--- config.mk ---
export PLATFORM = sky130hd
export DESIGN_NAME = acpo_resolve
export DESIGN_NICKNAME = d
export VERILOG_FILES = /design/src/rtl/core/aabb_collision_push_out_unit_assert.svh /design/src/rtl/core/acpo_pkg.sv /design/src/rtl/core/acpo_resolve.sv
export SDC_FILE = /design/constraint.sdc
export NUM_CORES = 2
export LEC_CHECK = 0
export ABC_AREA = 1
export BUFFER_PORTS_ARGS = -buffer_cell sky130_fd_sc_hd__buf_4
export CAP_MARGIN = 20
export CORE_MARGIN = 4
export CORE_UTILIZATION = 55
export CTS_BUF_LIST = sky130_fd_sc_hd__clkbuf_4 sky130_fd_sc_hd__clkbuf_8
export CTS_CLUSTER_DIAMETER = 120
export DETAILED_ROUTE_END_ITERATION = 10
export PLACE_DENSITY = 0.79
export SLEW_MARGIN = 20
export SYNTH_ARGS = -nofsm -noshare
export SYNTH_HDL_FRONTEND = slang
export SYNTH_SLANG_ARGS = --single-unit
--- constraint.sdc ---
create_clock -name clk -period 16.36 [get_ports clk]
set_input_delay 0.818 -clock clk [delete_from_list [all_inputs] [get_ports clk]]
set_output_delay 0.818 -clock clk [all_outputs]
set_load 0.02 [all_outputs]
--- src/rtl/core/aabb_collision_push_out_unit_assert.svh ---
// Assertion macros shared by the box push-out unit; they sample on clk and idle during reset.
`ifndef AABB_COLLISION_PUSH_OUT_UNIT_ASSERT_SVH
`define AABB_COLLISION_PUSH_OUT_UNIT_ASSERT_SVH

// The consequent must hold in the same cycle as the antecedent.
`define ACPO_ASSERT_NOW(label, ante, cons, msg) \
    label: assert property (@(posedge clk) disable iff (!rst_n) (ante) |-> (cons)) \
        else $error(msg);

// The consequent must hold in the cycle after the antecedent.
`define ACPO_ASSERT_NEXT(label, ante, cons, msg) \
    label: assert property (@(posedge clk) disable iff (!rst_n) (ante) |=> (cons)) \
        else $error(msg);

`endif

--- src/rtl/core/acpo_pkg.sv ---
// Shared constants and types for the box push-out unit.
`default_nettype none

package acpo_pkg;

    localparam int WORD_WIDTH_DEF = 32;
    localparam int FRAC_BITS_DEF  = 16;

    // A scaled product term is clamped to 2**60, so it needs 61 bits.
    localparam int TERM_W = 61;

    typedef logic [1:0] axis_t;

    localparam axis_t AXIS_X = 2'd0;
    localparam axis_t AXIS_Y = 2'd1;
    localparam axis_t AXIS_Z = 2'd2;

    typedef struct packed {
        logic  is_obstacle;
        axis_t axis;
    } item_tag_t;

endpackage

`default_nettype wire

--- src/rtl/core/acpo_resolve.sv ---
// Back pipeline: bound snapshot, per-axis overlap, then axis choice and the output register.
`default_nettype none

module acpo_resolve #(
    parameter int WORD_WIDTH = acpo_pkg::WORD_WIDTH_DEF
) (
    input  logic                          clk,
    input  logic                          rst_n,
    input  logic                          snap_offer,
    output logic                          snap_free,
    input  logic signed [WORD_WIDTH-1:0]  mover_low     [3],
    input  logic signed [WORD_WIDTH-1:0]  mover_high    [3],
    input  logic signed [WORD_WIDTH-1:0]  obstacle_low  [3],
    input  logic signed [WORD_WIDTH-1:0]  obstacle_high [3],
    output logic                          out_valid,
    input  logic                          out_stall,
    output logic                          collided,
    output logic signed [WORD_WIDTH-1:0]  push_x,
    output logic signed [WORD_WIDTH-1:0]  push_y,
    output logic signed [WORD_WIDTH-1:0]  push_z
);
    import acpo_pkg::*;

    localparam logic signed [WORD_WIDTH:0] SAT_MAX = {2'b00, {(WORD_WIDTH - 1){1'b1}}};

    logic                         snap_valid_reg;
    logic signed [WORD_WIDTH-1:0] m_lo_reg [3];
    logic signed [WORD_WIDTH-1:0] m_hi_reg [3];
    logic signed [WORD_WIDTH-1:0] o_lo_reg [3];
    logic signed [WORD_WIDTH-1:0] o_hi_reg [3];

    logic                         ovl_valid_reg;
    logic signed [WORD_WIDTH:0]   ov_reg  [3];
    logic                         neg_reg [3];

    logic                         out_valid_reg;
    logic                         collided_reg;
    logic signed [WORD_WIDTH-1:0] push_reg [3];

    logic                         ovl_free;
    logic                         out_free;

    logic signed [WORD_WIDTH-1:0] hi_min  [3];
    logic signed [WORD_WIDTH-1:0] lo_max  [3];
    logic signed [WORD_WIDTH:0]   ov_next [3];
    logic signed [WORD_WIDTH:0]   m_sum   [3];
    logic signed [WORD_WIDTH:0]   o_sum   [3];
    logic                         neg_next [3];

    logic                         positive [3];
    logic                         pick     [3];
    logic                         hit;
    logic        [WORD_WIDTH-1:0] mag      [3];
    logic signed [WORD_WIDTH-1:0] push_next [3];

    assign out_free  = !out_valid_reg || !out_stall;
    assign ovl_free  = !ovl_valid_reg || out_free;
    assign snap_free = !snap_valid_reg || ovl_free;

    always_comb
    begin
        for (int i = 0; i < 3; i++)
        begin
            hi_min[i]   = (m_hi_reg[i] < o_hi_reg[i]) ? m_hi_reg[i] : o_hi_reg[i];
            lo_max[i]   = (m_lo_reg[i] > o_lo_reg[i]) ? m_lo_reg[i] : o_lo_reg[i];
            ov_next[i]  = (WORD_WIDTH + 1)'(hi_min[i]) - (WORD_WIDTH + 1)'(lo_max[i]);
            m_sum[i]    = (WORD_WIDTH + 1)'(m_lo_reg[i]) + (WORD_WIDTH + 1)'(m_hi_reg[i]);
            o_sum[i]    = (WORD_WIDTH + 1)'(o_lo_reg[i]) + (WORD_WIDTH + 1)'(o_hi_reg[i]);
            neg_next[i] = m_sum[i] < o_sum[i];
        end
    end

    always_comb
    begin
        for (int i = 0; i < 3; i++)
        begin
            positive[i] = !ov_reg[i][WORD_WIDTH] && (ov_reg[i] != '0);
            mag[i]      = (ov_reg[i] > SAT_MAX) ? SAT_MAX[WORD_WIDTH-1:0]
                                                : ov_reg[i][WORD_WIDTH-1:0];
        end
        hit = positive[0] && positive[1] && positive[2];
        // Least overlap wins; a tie goes to the later axis, so z beats y and x, and y beats x.
        pick[0] = (ov_reg[0] < ov_reg[1]) && (ov_reg[0] < ov_reg[2]);
        pick[1] = !pick[0] && (ov_reg[1] < ov_reg[2]);
        pick[2] = !pick[0] && !pick[1];
        for (int i = 0; i < 3; i++)
        begin
            if (hit && pick[i])
            begin
                push_next[i] = neg_reg[i] ? -$signed(mag[i]) : $signed(mag[i]);
            end
            else
            begin
                push_next[i] = '0;
            end
        end
    end

    assign out_valid = out_valid_reg;
    assign collided  = collided_reg;
    assign push_x    = push_reg[0];
    assign push_y    = push_reg[1];
    assign push_z    = push_reg[2];

    always_ff @(posedge clk or negedge rst_n)
    begin
        if (!rst_n)
        begin
            snap_valid_reg <= 1'b0;
            ovl_valid_reg  <= 1'b0;
            out_valid_reg  <= 1'b0;
        end
        else
        begin
            if (snap_free)
            begin
                snap_valid_reg <= snap_offer;
            end
            if (ovl_free)
            begin
                ovl_valid_reg <= snap_valid_reg;
            end
            if (out_free)
            begin
                out_valid_reg <= ovl_valid_reg;
            end
        end
    end

    always_ff @(posedge clk)
    begin
        if (snap_free && snap_offer)
        begin
            for (int i = 0; i < 3; i++)
            begin
                m_lo_reg[i] <= mover_low[i];
                m_hi_reg[i] <= mover_high[i];
                o_lo_reg[i] <= obstacle_low[i];
                o_hi_reg[i] <= obstacle_high[i];
            end
        end
        if (ovl_free && snap_valid_reg)
        begin
            for (int i = 0; i < 3; i++)
            begin
                ov_reg[i]  <= ov_next[i];
                neg_reg[i] <= neg_next[i];
            end
        end
        if (out_free && ovl_valid_reg)
        begin
            collided_reg <= hit;
            for (int i = 0; i < 3; i++)
            begin
                push_reg[i] <= push_next[i];
            end
        end
    end

endmodule

`default_nettype wire

; ---- Yosys cells after proc, flatten, opt, wreduce, memory -nomap -nowiden
; Memories as Yosys holds them, arrays and structs flattened.
; Cells that the tools add are included.
[word_totals]
ff_bits = 4
mem_bits_rw = 582
input_bits = 388
output_inout_bits = 99
word_cells = 88
memories = 7
[op_classes]
addsub = 12
order_cmp = 15
muxes = 21
reduce_logical = 29
[mem_list]
columns = memory, words, word_bits, read_ports, rd_clocked_by_memory_dff, write_ports, line
row1 = ov_reg, 3, 33, 3, 0, 3, acpo_resolve.sv:33  ; logic signed [WORD_WIDTH:0] ov_reg [3];
row2 = m_hi_reg, 3, 32, 3, 0, 3, acpo_resolve.sv:28  ; logic signed [WORD_WIDTH-1:0] m_hi_reg [3];
row3 = m_lo_reg, 3, 32, 3, 0, 3, acpo_resolve.sv:27  ; logic signed [WORD_WIDTH-1:0] m_lo_reg [3];
row4 = o_hi_reg, 3, 32, 3, 0, 3, acpo_resolve.sv:30  ; logic signed [WORD_WIDTH-1:0] o_hi_reg [3];
row5 = o_lo_reg, 3, 32, 3, 0, 3, acpo_resolve.sv:29  ; logic signed [WORD_WIDTH-1:0] o_lo_reg [3];
row6 = push_reg, 3, 32, 3, 0, 3, acpo_resolve.sv:38  ; logic signed [WORD_WIDTH-1:0] push_reg [3];
row7 = 1 more memories, --, --, --, --, --, --
[ops]
columns = cell, count
row1 = $mux 32, 15
row2 = $add 32x32->33, 6
row3 = $lt 33x33->1, 6
row4 = $gt 33x32->1 const B, 3
row5 = $reduce_bool 33->1, 3
row6 = $sub 32x32->33, 3
row7 = $gt 32x32->1, 3
row8 = $lt 32x32->1, 3
row9 = $neg 32->32, 3
row10 = $logic_and 1x1->1, 14
row11 = $logic_not 1->1, 9
row12 = $mux 1, 6
row13 = $logic_or 1x1->1, 3

; ---- Longest topological paths before layout
[logic_depth]
ltp_word = 8
depth_mapped = 32
depth_no_buf = 31

; ---- Least setup slack after synthesis
; No wires, ideal clock.
[synth_timing]
path_type = input port to flip-flop
startpoint = in out_stall
endpoint = mem m_hi_reg[0][0] (netlist bit) (enable)
setup_ns = 1.148
t_arrival_ns = 17.098
required_ns = 15.212
path_slack_ns = -1.886
path_stages = 5
n_path_buf = 0
path_cell_list = nand2_1 > nor2_1 > inv_1 > nor2_1 > nor2_1
[synth_rtl]
columns = element, line
row1 = from (decl), acpo_resolve.sv:16  ; input logic out_stall,
row2 = to (decl), acpo_resolve.sv:28

==> run metrics <==
result of the run=complete, no violations; Post-synth EDFFs=a little under 600; Final Instance Area=between 50000 and 60000 um^2; share of layout cells above drive strength 1=between 10% and 20%; Worst-Margin Slew=1158 ps; biggest area contributors in the synthesized netlist=edfxtp_1 (36%), ha_1 (17%), nand2_1 (9.9%), a21oi_1 (6.2%), inv_1 (5.4%); non-filler instance count after layout=7621; post-synthesis sequential area ratio=approximately 36%; Die X-Extent=roughly 300 um; post-route minimum period=5695 ps; Detailed Route Iter0 Violations=about 4400; die area=slightly above 90000 um^2; Avg Cell Area, Syn=~8.2 um^2; Net Count, Synth=6918; clock network latency to the later pin of the worst-skew pair=about 800 ps; WL/cell=about 21 um; router iterations before antenna repair=9; number of flip-flops and latches in the synthesized netlist=between 500 and 600; Yosys top cell by area=edfxtp_1; number of buffers added on ports=between 400 and 500; wire length of the first global-routing pass=approximately 250000 um; headroom to the max-slew limit=between 20% and 30%; synth unique cells=61; static power due to leakage=roughly 26 nW; element type at the critical path end=flop; count of boundary I/O pins=about 500; standard-cell rows=approximately 110; total placed cells including tap cells=about 7400; Post-route DRC=0; instance count along the most critical hold path=1; gate count after technology mapping=between 5000 and 6000; final wirelength=between 150000 and 200000 um; area after detailed placement=approximately 53000 um^2; signed area change from the synthesized netlist to the final layout=14.58%; final hold violations=0; most numerous cell types in the synthesized netlist=nand2_1 (1277), inv_1 (698), ha_1 (672), a21oi_1 (600), edfxtp_1 (583); data required time at the worst endpoint=between 15000 and 20000 ps; count of pins over their slew limit=0; dominant synthesized flop cell=edfxtp_1; top cell type's share of synthesized area=36.29%; total vias in the final route=around 45000; share of flip-flops with an asynchronous set or reset=less than 1%; Die Span Y=~300 um; clock root buffer=clkbuf_8; final core utilization=a little under two thirds; Arr. time, crit path=~6200 ps; yosys synthesis warning count=0; sinks on the clock net=about 590; worst clock skew on the final layout=52.59 ps; CTS clk-pin slew, worst paths=about 70 ps; Max Clk Rate=around 180 MHz; length in cells of the worst reg-to-reg path=25; CTS H-tree lvls=3; max FFs per register=99; period utilisation layout=about a third; maximum number of pins on one net before global-route repair=85; buffer depth of the longest clock path=3; GPL Wtd Cong=just over 1; path type of the worst setup path=flop to flop; number of antenna violations at the first check in global routing=3; Initial Utilization=about 56%; worst slack at placement=10760 ps; antenna-violating nets left=0; Power per Cell Area=~130 nW/um^2; netlist area before placement=around 48000 um^2; total track usage=between 30% and 40%; biggest fanout along the worst timing path=64; most common cell in the netlist=nand2_1; MaxCap Viol Count=0; setup-violating endpoint count in the final report=0; worst-case setup margin in the final layout=~11000 ps; overall overflow remaining after global route=0; dpl hpwl=roughly 130000 um; vias per inst=slightly below 6; vias in the first global route=43160; min-delay worst type=input pin to flop; VDD IR-drop max=0.00008932 V; Worst setup SP type=flop; net count reported at finish=~7500; clock tree from TritonCTS=done; CTS buffer count=100; RSZ-0062 raised after global routing=false; Core ar.=roughly 87000 um^2; setup TNS=0 ps
path summary, 6_finish.rpt:
path                                            startpoint  slack, ps                   endpoint
worst max-delay path             m_lo_reg[0][95]$_DFFE_PP_      10660    ov_reg[0][90]$_DFFE_PP_
worst min-delay path                      obstacle_low[11]        210  o_lo_reg[0][75]$_DFFE_PP_
worst min register to register  snap_valid_reg$_DFFE_PN0N_        490  ovl_valid_reg$_DFFE_PN0P_
max in group asynchronous                            rst_n      15870  ovl_valid_reg$_DFFE_PN0P_
min in group asynchronous                            rst_n        390      out_valid$_DFFE_PN0P_
worst max register to register   m_lo_reg[0][95]$_DFFE_PP_      10660    ov_reg[0][90]$_DFFE_PP_
power breakdown:
group / switching (W) / leakage [nW] / internal (W)
Combinational: 0.00228 / 18.8 / 0.00121
Clock: 0.000647 / 1.03 / 0.000754
Sequential: 0.000320 / 5.70 / 0.00198
cell families after synthesis:
logic type | Yosys count | synth area share [%]
and+or+nand+nor | 2307 | 20.18
xor gates and xnor gates | 285 | 5.174
buffers and inverters | 778 | 6.196
adders and majority gates | 681 | 17.80
DFF | 586 | 36.44
AOI/OAI and AO/OA | 1212 | 14.21
worst max-delay path, cell delays in order, from the launching register on:
cell and delay (ps):
edfxtp_1 440, ha_1 440, nand2_1 100, nor2_1 180, nand4_1 240, nor4_1 470, nand2_1 230, a21o_1 220
nand3_2 50, buf_4 510, nand2_1 90, o21ai_0 110, ha_1 180, inv_1 70, fa_1 410, nand3_1 110
nand2_1 130, nand3_1 100, nand2_1 90, a21oi_1 490, inv_1 90, nand2_1 80, nand2_1 100, a21oi_1 210
o21ai_0 120, xor2_1 150
cell type report:
class,instances,area [um^2]
inverters,702,2638
flip-flops and latches,586,17580
clock buffers,118,1518
well taps,1155,1445
fillers,7550,31610
multi-input cells,4485,27700
repair buffers,514,3894
diodes,3,7.507
clock inverters,58,501.7
per-layer routing:
metal	wire length [um]	GRT usage (%)	up-vias
met5	0	0	-
met4	6338	12.37	0
met3	16090	6.932	351
met2	71330	53.33	2204
met1	69390	47.42	20770
li1	-	-	21420
cell usage in the layout, fill, tap and decap left out, types with 72 or more instances in the layout:
cell | Yosys | routed
nand2_1 | 1277 | 1277
inv_1 | 698 | 697
ha_1 | 672 | 672
a21oi_1 | 600 | 599
edfxtp_1 | 583 | 583
buf_4 | 1 | 511
nor2_1 | 468 | 466
o21ai_0 | 324 | 324
nand3_1 | 285 | 285
xor2_1 | 180 | 180
xnor2_1 | 105 | 105
clkbuf_8 | 0 | 101
nand4_1 | 98 | 98
nor3_1 | 72 | 72
what timing repair did:
item,CTS,global route
gates resized for setup,0,0
setup buffers,0,0
endpoints found under the hold margin,3,0
hold buffers,1,0
metrics by stage:
step | hold WS, ps | power [W]
after floorplan | 433.1 | 0.004594
after global placement | 478.8 | 0.005622
after detailed placement | 474.7 | 0.005695
after global routing | 163.2 | 0.007681
final | 205.2 | 0.007195
after CTS | 146.1 | 0.007111
(Power assumes the default switching activity.)
